[config.mk]
export PLATFORM = sky130hd
export DESIGN_NAME = srd_sqrt
export DESIGN_NICKNAME = d
export VERILOG_FILES = /design/src/sv/srd_pkg.sv /design/src/sv/srd_sqrt.sv
export SDC_FILE = /design/constraint.sdc
export NUM_CORES = 1
export LEC_CHECK = 0
export ABC_CLOCK_PERIOD_IN_PS = 5300
export BUFFER_PORTS_ARGS = -buffer_cell sky130_fd_sc_hd__buf_2
export CAP_MARGIN = 20
export CORE_AREA = 3 3 220 308
export CTS_CLUSTER_DIAMETER = 50
export DETAILED_ROUTE_END_ITERATION = 12
export DIE_AREA = 0 0 223 311
export PLACE_DENSITY_LB_ADDON = 0.25
export SLEW_MARGIN = 20
export SYNTH_ARGS = -nofsm -noshare
export SYNTH_HDL_FRONTEND = slang
export SYNTH_SLANG_ARGS = --single-unit
[constraint.sdc]
create_clock -name clock -period 5.3 [get_ports clock]
set_input_delay 1.06 -clock clock [delete_from_list [all_inputs] [get_ports clock]]
set_output_delay 1.06 -clock clock [all_outputs]
set_load 0.005 [all_outputs]
[src/sv/srd_pkg.sv]
// ---------------------------------------------------------------------------
// srd_pkg
// Shared widths, constants and the square-root step for the radial deadzone.
// ---------------------------------------------------------------------------
package srd_pkg;

   localparam int AXIS_W = 16;   // raw and conditioned axis width
   localparam int MAG_W  = 15;   // unsigned magnitude width
   localparam int SQ_W   = 32;   // sum of squares, padded to an even width
   localparam int ROOT_W = 16;   // floor sqrt of SQ_W bits
   localparam int REM_W  = 19;   // sqrt partial remainder
   localparam int NUM_W  = 30;   // dividend width of both divisions
   localparam int QUO_W  = 15;   // quotient width of both divisions
   localparam int DEN_W  = 16;   // divisor width of both divisions

   localparam logic [MAG_W-1:0] FULL_SCALE = 15'd32767;
   localparam logic [MAG_W-1:0] DZ_MAX     = 15'd31128;
   localparam logic [MAG_W-1:0] DZ_RESET   = 15'd4915;

   typedef struct packed {
      logic [REM_W-1:0]  rem;
      logic [ROOT_W-1:0] root;
   } sqrt_acc_type;

   // One result bit of a restoring square root: two radicand bits in.
   function automatic sqrt_acc_type sqrt_step(sqrt_acc_type acc, logic [1:0] pair);
      logic [REM_W-1:0] r;
      logic [REM_W-1:0] t;
      sqrt_acc_type     o;
      r = {acc.rem[REM_W-3:0], pair};
      t = {1'b0, acc.root, 2'b01};
      if (r >= t) begin
         o.rem  = r - t;
         o.root = {acc.root[ROOT_W-2:0], 1'b1};
      end else begin
         o.rem  = r;
         o.root = {acc.root[ROOT_W-2:0], 1'b0};
      end
      return o;
   endfunction

endpackage

[src/sv/srd_sqrt.sv]
// ---------------------------------------------------------------------------
// srd_sqrt
// Pipelined floor square root, one root bit per stage, side word carried.
// ---------------------------------------------------------------------------
module srd_sqrt #(
   parameter int SIDE_W = 1
) (
   input  logic                       clock,
   input  logic                       reset,
   input  logic                       in_valid,
   input  logic [srd_pkg::SQ_W-1:0]   in_sq,
   input  logic [SIDE_W-1:0]          in_side,
   output logic                       out_valid,
   output logic [srd_pkg::ROOT_W-1:0] out_root,
   output logic [SIDE_W-1:0]          out_side
);
   import srd_pkg::*;

   localparam int STEPS = ROOT_W;

   logic [STEPS-1:0]  v_ff;
   sqrt_acc_type      acc_ff  [STEPS];
   logic [SQ_W-1:0]   n_ff    [STEPS];
   logic [SIDE_W-1:0] side_ff [STEPS];

   for (genvar k = 0; k < STEPS; k++) begin : g_stage
      logic              v_in;
      sqrt_acc_type      acc_in;
      logic [SQ_W-1:0]   n_in;
      logic [SIDE_W-1:0] side_in;
      if (k == 0) begin : g_first
         assign v_in    = in_valid;
         assign acc_in  = sqrt_step(sqrt_acc_type'('0), in_sq[SQ_W-1 -: 2]);
         assign n_in    = in_sq << 2;
         assign side_in = in_side;
      end else begin : g_next
         assign v_in    = v_ff[k-1];
         assign acc_in  = sqrt_step(acc_ff[k-1], n_ff[k-1][SQ_W-1 -: 2]);
         assign n_in    = n_ff[k-1] << 2;
         assign side_in = side_ff[k-1];
      end
      always_ff @(posedge clock) begin
         if (reset) begin
            v_ff[k] <= 1'b0;
         end else begin
            v_ff[k] <= v_in;
         end
         acc_ff[k]  <= acc_in;
         n_ff[k]    <= n_in;
         side_ff[k] <= side_in;
      end
   end

   assign out_valid = v_ff[STEPS-1];
   assign out_root  = acc_ff[STEPS-1].root;
   assign out_side  = side_ff[STEPS-1];

endmodule

# --- Word level (Yosys, flattened, before mapping) ---
# Memories as Yosys holds them, arrays and structs flattened.
# Cells that the tools add are included.
# W data, S select, Z words.
op_classes:
  n_addsub: 16
  n_lt_le_gt_ge: 16
  n_mux: 16
op_table:
  columns: ["op", "count"]
  rows:
  - ["$mux W35", 16]
  - ["$ge A19 B18 Y1", 15]
  - ["$sub A19 B18 Y19", 15]
  - ["$sub A2 B1 Y3 const B", 1]
  - ["$ge A2 B1 Y1 const B", 1]
word_totals:
  register_bits: 16
  mem_bits_rw: 1056
  output_inout_bits: 18
  mem_count: 3
mem_list:
  columns: ["memory", "depth", "word_bits", "read_ports", "rd_ports_with_merged_regs", "wr", "line_no", "text"]
  rows:
  - ["acc_ff", 16, 35, 16, 0, 16, "srd_sqrt.sv:22", "sqrt_acc_type acc_ff [STEPS];"]
  - ["n_ff", 16, 30, 15, 0, 16, "srd_sqrt.sv:23", "logic [SQ_W-1:0] n_ff [STEPS];"]
  - ["side_ff", 16, 1, 16, 0, 16, "srd_sqrt.sv:24", "logic [SIDE_W-1:0] side_ff [STEPS];"]

# --- Logic depth before layout (Yosys ltp) ---
# An unclocked memory read counts as a cell.
logic_depth:
  depth_word: 3
  depth_mapped: 11
  mapped_depth_nobuf: 9

# --- Worst setup path before layout ---
# Ideal clock, no wire load.
synth_path:
  path_type: "register to register"
  startpoint: "memory acc_ff[1][152] in the netlist's numbering"
  endpoint: "memory acc_ff[1][194] in the netlist's numbering"
  setup_ps: 123
  arrival_ps: 2350
  slack_ps: 2827
  stages_incl_launch_ff: 11
  n_path_buf: 2
  synth_period_minus_slack_ps: 2473
  path_cell_list: "dfxtp_1 inv_1 ha_1 clkbuf_1 nand4_1 nor4_2 a2111oi_4 and2_0 buf_4 inv_2 mux2_1"
synth_rtl:
  columns: ["element", "line_no"]
  rows:
  - ["start: declaration", "srd_sqrt.sv:22"]

==> out/qor.yml <==
fin_tns_setup_ns: 0
critPathTopFamily: "compound AO/OA/AOI/OAI gates"
drc_errors: 0
drt_iter0_drc: 660
fp.dieW_um: 223
post-route-util_pct: 40.9
synth_flop_cell: "dfxtp_1"
pre_cts_ws_ns: 1.96
area_growth_pct: 14.5
ys_seq_elements: 645
hold_viol_final: 0
synth_nets: 2389
num_antenna_cells: 0
initial_core_util_pct: 35.8
status: "finished, final reports clean"
postSynthCellCount: 2201
cts_root_buf: "clkbuf_16"
critical_path_depth: 8
synth.distinct_cells: 84
period_needed_ns: 3.37
r2r_slack_ns: 1.93
relSlewSlack_pct: 28.4
totalWireLength_um: 47300
row_count: 111
grt_max_degree: 28
power_density_nw_per_um2: 513
criticalPathCategory: "flip-flop to flip-flop"
syn_area_um2: 23400
gp_congestion: 0.906
whs_ns: 0.312
setup_ws_ns: 1.93
cts_buffers: 67
async_flop_share_pct: 0
cpMaxStageDelayCell: "a311o_1"
h-tree-depth: 3
hpwl_um: 36300
syn-mean-instance-area_um2: 10.6
io_pins: 54
clock_latency_ns: 0.60
yosys_warnings: 0
maxCapViolCount: 0
wire_per_inst_um: 14.9
min_path_cells: 0
cp-end-kind: "flip-flop"
dp.cells: 3053
cts_tree: "done"
nFillCells: 6271
grt.total_usage_pct: 13.6
grt_pass1_wl_um: 76800
required_ns: 5.79
core_um2: 65400
regArea_um2: 12900
drive_above_1_share_pct: 9.93
num_vias: 15400
ys_seq_area_share_pct: 55.2
cp.arrival_ns: 3.86
dieHeight_um: 311
cts_max_path_buffers: 3
post_cts_resized: 0
final_cells: 3173
first_pass_iters: 7
multi_input_area_um2: 9560
nNetsFinal: 2464
ant_nets: 0
cts_sinks: 645
skew_ns: 0.0385
crit_fanout: 17
clk_pin_slew_ns: 0.06
max_stage_delay_ns: 0.78
viasPerCell: 4.84
globalRoute.totalOverflow: 0
p_leak_nw: 12.3
grt_pass1_vias: 15800
maxSlewViolCount: 0
cp.buffers_inverters: 1
io_buffers: 53
tightestPinTransition_ns: 1.07
synth_edf_count: 0
rsz0062_at_grt: "no"
crit_chain: "inv_1 > ha_1 > nand2_1 > nor2_1 > nand4_1 > o31ai_1 > a311o_1 > mux2_2"
hp-class: "flip-flop to flip-flop"
fp.dieArea_um2: 69400
setup_viol_count_final: 0
start_kind: "flip-flop"
period_share_pct: 63.7
layout_common_cells: "dfxtp_1 (645), inv_1 (177), ha_1 (152), nor2_1 (128), o21ai_0 (106)"
postCtsHoldBufs: 0
grt_antenna_before_repair: 0
clock.fmax_mhz: 296
cts_setup_buffers: 0
ir_worst_vdd_mv: 0.369
reg2reg_depth: 8
final_common_cell: "dfxtp_1"
-- area by class of cell --
| type | count | area share (%) |
|---|---|---|
| clock inverters | 30 | 1.46 |
| clock buffers | 89 | 7.10 |
| inverters | 179 | 2.51 |
| multi-input cells | 1328 | 35.7 |
| flip-flops and latches | 645 | 48.2 |
| well taps | 847 | 3.96 |
| repair buffers | 55 | 1.07 |
-- metrics by stage --
stage | cell area, um^2 | total power, mW
floorplan | 23400 | 8.35
global placement | 24500 | 9.06
detailed placement | 24500 | 9.10
CTS | 26800 | 14.0
global route | 26800 | 14.6
finish | 26800 | 13.7
-- metal layers --
layer,wire (um),global-route usage (%)
met1,16500,12.1
met2,26300,27.2
met3,1590,2.47
met4,2890,8.67
met5,0,0
-- worst register-to-register path, delay by kind of cell (launching register included) --
kind	cells	cell delay [ns]
AOI/OAI and AO/OA	2	1.31
adders and majority gates	1	0.37
buffers and inverters	1	0.05
DFF	1	0.33
muxes	1	0.43
and+or+nand+nor	3	0.80
-- final timing paths --
path,end,startpoint
max,acc_ff[1][233],acc_ff[1][187]
min,n_ff[1][89],n_ff[1][57]
max reg2reg,acc_ff[1][233],acc_ff[1][187]
min reg2reg,n_ff[1][89],n_ff[1][57]
-- cell families after synthesis --
group	synth area share, %
adder cells (fa/ha/maj)	8.13
AND/OR/NAND/NOR	11.6
buffers and inverters	4.03
multiplexers	2.75
other	0.0160
XOR/XNOR	5.77
AO/OA/AOI/OAI	12.5
flip-flops	55.2
-- sequential cells by signal, summed over array words and instances (netlist names) --
register / count
acc_ff: 373
n_ff: 240
side_ff: 16
g_stage.v_in: 15
out_valid: 1
-- cells in the mapped netlist, drive strengths merged, types with 35 or more instances --
master,instances,area (um^2)
dfxtp,645,12900
inv,179,672
ha,152,1900
nor2,128,480
o21ai,109,549
a21oi,104,521
nand2,89,334
xnor2,83,727
xor2,71,622
nor3,53,275
mux2,50,563
nand3,42,210
o21a,40,300
nor2b,39,244
a21o,35,263
-- report_power, final --
part           internal, mW  leakage, nW  switching [mW]  total (mW)
combinational          1.28         5.74            1.43        2.71
sequential             5.71         5.40           0.580        6.29
clock                  2.81         1.12            1.93        4.74
total                  9.80         12.3            3.95        13.7
Note: power is estimated with default switching activity, not from simulation.
