### src/sv/srd_pkg.sv
// ---------------------------------------------------------------------------
// srd_pkg
// Shared widths, constants and the square-root step for the radial deadzone.
// ---------------------------------------------------------------------------
package srd_pkg;

   localparam int AXIS_W = 16;   // raw and conditioned axis width
   localparam int MAG_W  = 15;   // unsigned magnitude width
   localparam int SQ_W   = 32;   // sum of squares, padded to an even width
   localparam int ROOT_W = 16;   // floor sqrt of SQ_W bits
   localparam int REM_W  = 19;   // sqrt partial remainder
   localparam int NUM_W  = 30;   // dividend width of both divisions
   localparam int QUO_W  = 15;   // quotient width of both divisions
   localparam int DEN_W  = 16;   // divisor width of both divisions

   localparam logic [MAG_W-1:0] FULL_SCALE = 15'd32767;
   localparam logic [MAG_W-1:0] DZ_MAX     = 15'd31128;
   localparam logic [MAG_W-1:0] DZ_RESET   = 15'd4915;

   typedef struct packed {
      logic [REM_W-1:0]  rem;
      logic [ROOT_W-1:0] root;
   } sqrt_acc_type;

   // One result bit of a restoring square root: two radicand bits in.
   function automatic sqrt_acc_type sqrt_step(sqrt_acc_type acc, logic [1:0] pair);
      logic [REM_W-1:0] r;
      logic [REM_W-1:0] t;
      sqrt_acc_type     o;
      r = {acc.rem[REM_W-3:0], pair};
      t = {1'b0, acc.root, 2'b01};
      if (r >= t) begin
         o.rem  = r - t;
         o.root = {acc.root[ROOT_W-2:0], 1'b1};
      end else begin
         o.rem  = r;
         o.root = {acc.root[ROOT_W-2:0], 1'b0};
      end
      return o;
   endfunction

endpackage

### src/sv/srd_div.sv
// ---------------------------------------------------------------------------
// srd_div
// Pipelined restoring divider, one quotient bit per stage. The quotient must
// fit QUO_W bits, i.e. the dividend's upper part is below the divisor.
// ---------------------------------------------------------------------------
module srd_div #(
   parameter int SIDE_W = 1
) (
   input  logic                      clock,
   input  logic                      reset,
   input  logic                      in_valid,
   input  logic [srd_pkg::NUM_W-1:0] in_num,
   input  logic [srd_pkg::DEN_W-1:0] in_den,
   input  logic [SIDE_W-1:0]         in_side,
   output logic                      out_valid,
   output logic [srd_pkg::QUO_W-1:0] out_quo,
   output logic [SIDE_W-1:0]         out_side
);
   import srd_pkg::*;

   localparam int STEPS = QUO_W;

   logic [STEPS-1:0]  v_ff;
   logic [DEN_W-1:0]  rem_ff  [STEPS];
   logic [QUO_W-1:0]  lo_ff   [STEPS];   // low dividend bits out, quotient bits in
   logic [DEN_W-1:0]  den_ff  [STEPS];
   logic [SIDE_W-1:0] side_ff [STEPS];

   for (genvar k = 0; k < STEPS; k++) begin : g_stage
      logic              v_prev;
      logic [DEN_W-1:0]  rem_prev;
      logic [QUO_W-1:0]  lo_prev;
      logic [DEN_W-1:0]  den_prev;
      logic [SIDE_W-1:0] side_prev;
      logic [DEN_W:0]    trial;
      logic [DEN_W:0]    diff;
      logic              qbit;
      if (k == 0) begin : g_first
         assign v_prev    = in_valid;
         assign rem_prev  = {1'b0, in_num[NUM_W-1:QUO_W]};
         assign lo_prev   = in_num[QUO_W-1:0];
         assign den_prev  = in_den;
         assign side_prev = in_side;
      end else begin : g_next
         assign v_prev    = v_ff[k-1];
         assign rem_prev  = rem_ff[k-1];
         assign lo_prev   = lo_ff[k-1];
         assign den_prev  = den_ff[k-1];
         assign side_prev = side_ff[k-1];
      end
      assign trial = {rem_prev, lo_prev[QUO_W-1]};
      assign diff  = trial - {1'b0, den_prev};
      assign qbit  = (trial >= {1'b0, den_prev});
      always_ff @(posedge clock) begin
         if (reset) begin
            v_ff[k] <= 1'b0;
         end else begin
            v_ff[k] <= v_prev;
         end
         rem_ff[k]  <= qbit ? diff[DEN_W-1:0] : trial[DEN_W-1:0];
         lo_ff[k]   <= {lo_prev[QUO_W-2:0], qbit};
         den_ff[k]  <= den_prev;
         side_ff[k] <= side_prev;
      end
   end

   assign out_valid = v_ff[STEPS-1];
   assign out_quo   = lo_ff[STEPS-1];
   assign out_side  = side_ff[STEPS-1];

endmodule

### config.mk
export PLATFORM = sky130hd
export DESIGN_NAME = srd_div
export DESIGN_NICKNAME = d
export VERILOG_FILES = /design/src/sv/srd_pkg.sv /design/src/sv/srd_div.sv
export SDC_FILE = /design/constraint.sdc
export NUM_CORES = 1
export LEC_CHECK = 0
export ABC_AREA = 1
export BUFFER_PORTS_ARGS = -buffer_cell sky130_fd_sc_hd__buf_2
export CAP_MARGIN = 20
export CORE_MARGIN = 3
export CORE_UTILIZATION = 30
export DETAILED_ROUTE_END_ITERATION = 10
export PLACE_DENSITY_LB_ADDON = 0.3
export SKIP_LAST_GASP = 1
export SYNTH_ARGS = -nofsm -noshare
export SYNTH_HDL_FRONTEND = slang
export SYNTH_SLANG_ARGS = --single-unit
### constraint.sdc
create_clock -name clock -period 2.1 [get_ports clock]
set_input_delay 0.105 -clock clock [delete_from_list [all_inputs] [get_ports clock]]
set_output_delay 0.105 -clock clock [all_outputs]
set_load 0.02 [all_outputs]
Yosys cells after proc, flatten, opt, wreduce, memory -nomap -nowiden:

Memories as Yosys holds them, arrays and structs flattened.
Index checks and enable logic that the tools add are counted.

* flip-flop bits (word level): 15
* RAM bits: 720
* input bits: 50
* output and inout bits: 17
* word-level logic and storage cells: 64
* memories kept: 4

Memories
* den_ff: words 15, bits a word 16, read ports 14, clocked after memory_dff 0, write ports 15, line srd_div.sv:26 `logic [DEN_W-1:0] den_ff [STEPS];`
* rem_ff: words 15, bits a word 16, read ports 14, clocked after memory_dff 0, write ports 15, line srd_div.sv:24 `logic [DEN_W-1:0] rem_ff [STEPS];`
* lo_ff: words 15, bits a word 15, read ports 15, clocked after memory_dff 0, write ports 15, line srd_div.sv:25 `logic [QUO_W-1:0] lo_ff [STEPS];`
* side_ff: words 15, bits a word 1, read ports 15, clocked after memory_dff 0, write ports 15, line srd_div.sv:27 `logic [SIDE_W-1:0] side_ff [STEPS];`

* add/sub/neg operators: 15
* magnitude comparators: 15
* mux-type cells: 15

Operators with widths (number)
* two-way mux 16 bit: 15
* subtractor 16 bit: 15
* greater-or-equal comparator 17 x 16 -> 1 bit: 14
* greater-or-equal comparator 16 bit: 1

Depth between registers and ports, before layout:

An unclocked memory read counts as a cell.

* word-level depth: 3
* depth in mapped cells: 15
* mapped depth without buffers: 13

Least setup slack after synthesis:

Ideal clock, no wire load.

* kind: reg-to-reg
* from: mem den_ff[11][11] (netlist: den_ff[1][59])
* to: mem rem_ff[12][4] (netlist: rem_ff[1][68])
* setup time: 112 ps
* arrival: 1655 ps
* data required time: 1988 ps
* path slack: 333 ps
* stages on the path, launching flop included: 13
* path buffers: 1
* clock period less this slack: 1767 ps
* cell sequence: dfxtp_1 -> inv_1 -> ha_1 -> nand2_1 -> inv_1 -> nand2_1 -> nand2_1 -> and3_1 -> nor2_2 -> nand2_2 -> buf_4 -> nand2_1 -> nand2_1

RTL lines (line)
* start: declaration: srd_div.sv:26
* end: declaration: srd_div.sv:24

==> flow_metrics.env <==
export IMPL_htree_levels=3
export IMPL_avgRoutedWirePerCell_um=13.3
export IMPL_die_x_um=339
export IMPL_cp_common_cell="nand2_1"
export IMPL_cpLargestDelayFamily="simple AND/OR/NAND/NOR gates"
export IMPL_dieArea_sq_um=115000
export IMPL_required_ps=2620
export IMPL_antenna_cells=0
export IMPL_path_max_fanout=10
export IMPL_drc_errors=0
export IMPL_syn_nets=4958
export IMPL_crit_chain="inv_1 > ha_1 > nand2_1 > nor2_1 > a21boi_1 > nor2_4 > buf_4 > nand3_1 > nand2_1"
export IMPL_min_delay_path_depth=2
export IMPL_power_per_cell_area_nw_per_um2=1570
export IMPL_ys_seq_area_share_pct=42.4
export IMPL_cts_tree="yes"
export IMPL_synth_distinct_cells=41
export IMPL_num_rows=121
export IMPL_final_setup_viol_count=0
export IMPL_syn_area_per_cell_sq_um=7.14
export IMPL_grt_max_degree=27
export IMPL_drive_gt1_share_pct=9.57
export IMPL_p_leak_uw=0.0219
export IMPL_synthTopCellsByArea="dfxtp_1 42%, nand2_1 19%, inv_1 10%"
export IMPL_rsz0062_at_grt="true"
export IMPL_hold_viol=0
export IMPL_antenna_found_initial=0
export IMPL_clock_sinks=703
export IMPL_clk_path_buf_depth=3
export IMPL_finalWirelength_um=86100
export IMPL_postLayoutCellArea_sq_um=39700
export IMPL_yosys_warnings=0
export IMPL_place_gp_congestion=0.878
export IMPL_fin_tns_setup_ps=0
export IMPL_start_util_pct=30.4
export IMPL_finalCriticalPeriod_ps=1980
export IMPL_cts_inserted_buffers=81
export IMPL_cp_depth=9
export IMPL_via_count=27582
export IMPL_gr_total_overflow=0
export IMPL_endpoint_kind="flop"
export IMPL_final_cell_mix="1700 x nand2_1, 914 x inv_1, 677 x dfxtp_1, 339 x nand3_1, 202 x ha_1"
export IMPL_firstDrtPassIters=5
export IMPL_finalNonFillerCells=6450
export IMPL_dp_hpwl_um=69100
export IMPL_syn_cell_area_sq_um=33200
export IMPL_dp_cells=6245
export IMPL_core_area_sq_um=109000
export IMPL_grt_pass1_wl_um=138000
export IMPL_cp_start_kind="flop"
export IMPL_cpPeakStageDelay_ps=350
export IMPL_io_buffers=66
export IMPL_final_nets=5213
export IMPL_ys_ff_latch=703
export IMPL_area_growth_pct=19.5
export IMPL_rr_worst_depth=9
export IMPL_cp_slowest_cell="ha_1"
export IMPL_final_common_cell="nand2_1"
export IMPL_hold_ws_ps=82.3
export IMPL_post_dp_cell_area_sq_um=35900
export IMPL_ioPinCount=67
export IMPL_synth_top_cell_area_share_pct=42.4
export IMPL_path_clk_slew_ps=60
export IMPL_ant_nets=0
export IMPL_grtUsageTotal_pct=14.7
export IMPL_drv_slew=0
export IMPL_path_class="reg2reg"
export IMPL_status="finished clean"
export IMPL_worst_skew_pair_late_latency_ps=660
export IMPL_fp_dieH_um=339
export IMPL_hold_path_class="in2reg"
export IMPL_final_period_utilization_pct=94.4
export IMPL_cts_root_buffer="clkbuf_16"
export IMPL_worst_pin_slew_ps=545
export IMPL_routed_via_density=4.28
export IMPL_filler_cell_count=11625
export IMPL_drtIter0Drc=1539
export IMPL_synthCells=4654
export IMPL_ir_worst_vdd_uv=664
export IMPL_finClkSkew_ps=45.4
export IMPL_drv_cap=0
export IMPL_cp_arrival_ps=2500
export IMPL_slew_headroom_pct=63.4
export IMPL_fmax_mhz=505
export IMPL_yosysTopAreaCell="dfxtp_1"
export IMPL_cp_num_buf_inv=2
export IMPL_grt_pass1_vias=26758
cell families after synthesis:
group	after synthesis	share of synthesized area, %
AO/OA/AOI/OAI	170	2.79
XOR/XNOR	87	2.29
adder cells (fa/ha/maj)	254	9.89
buffers and inverters	972	11.5
flip-flops	703	42.4
AND/OR/NAND/NOR	2468	31.2
flip-flops by register name, summed over array words and instances, names as in the netlist:
| signal | cells |
|---|---|
| side_ff | 15 |
| g_stage.v_prev | 14 |
| lo_ff | 225 |
| den_ff | 224 |
| rem_ff | 224 |
| out_valid | 1 |
cells in the mapped netlist, drive strengths merged:
library cell,instances
nor3b,1
or2,13
nor4,2
ha,240
nand4,70
clkbuf,6
and2,12
a21boi,2
buf,45
a21o,1
nand2,1729
fa,14
and3,5
dfxtp,703
o21a,11
o21bai,7
nand3,351
xnor2,20
nor3,42
nor2,209
a21oi,127
nand3b,34
xor2,67
o21ai,22
inv,921
routing by layer:
layer	up-vias	GRT usage [%]	wire length (um)
li1	14671	-	-
met1	12321	17.9	38800
met2	454	26.3	41600
met3	136	2.24	3150
met4	0	5.27	2560
met5	-	0	0
final cells by class:
class / instances / area (sq um) / area share, %
Clock buffer: 103 / 2240 / 5.64
Clock inverter: 45 / 569 / 1.43
Inverter: 921 / 3470 / 8.73
Multi-Input combinational cell: 2980 / 15700 / 39.6
Sequential cell: 703 / 14100 / 35.5
Tap cell: 1476 / 1850 / 4.65
Timing Repair Buffer: 222 / 1760 / 4.43
power breakdown:
part           total, uW  internal, uW  leakage, uW  switching (uW)
sequential         19500         17100      0.00592            2390
clock              14500          8540      0.00135            5930
combinational      28400         10800       0.0146           17600
path summary, 6_finish.rpt:
path | start | to | slack (ps)
worst min register to register | lo_ff[1][1] | lo_ff[1][17] | 290
worst min-delay path | in_num[11] | lo_ff[0][12] | 80
worst max register to register | den_ff[0][13] | rem_ff[0][19] | 120
worst max-delay path | den_ff[0][13] | rem_ff[0][19] | 120
per-stage QoR:
stage                     power [uW]  util (%)  setup slack (ps)
after floorplan                39100         -               333
after global placement         47200      32.8             -47.0
after detailed placement       47300      32.8             -26.1
after CTS                      62400      35.9              15.1
after global routing           68000      36.3             -29.0
final                          62400      36.3               118
timing repair:
action / in CTS / in global routing
cloned: 0 / 1
setup endpoints to repair: 5 / 208
gates resized for setup: 5 / 110
setup buffers: 3 / 3
pin swaps: 0 / 3
hold endpoints to repair: 62 / 0
hold buffers: 50 / 0
No activity file was read; power rests on OpenSTA's default activity.
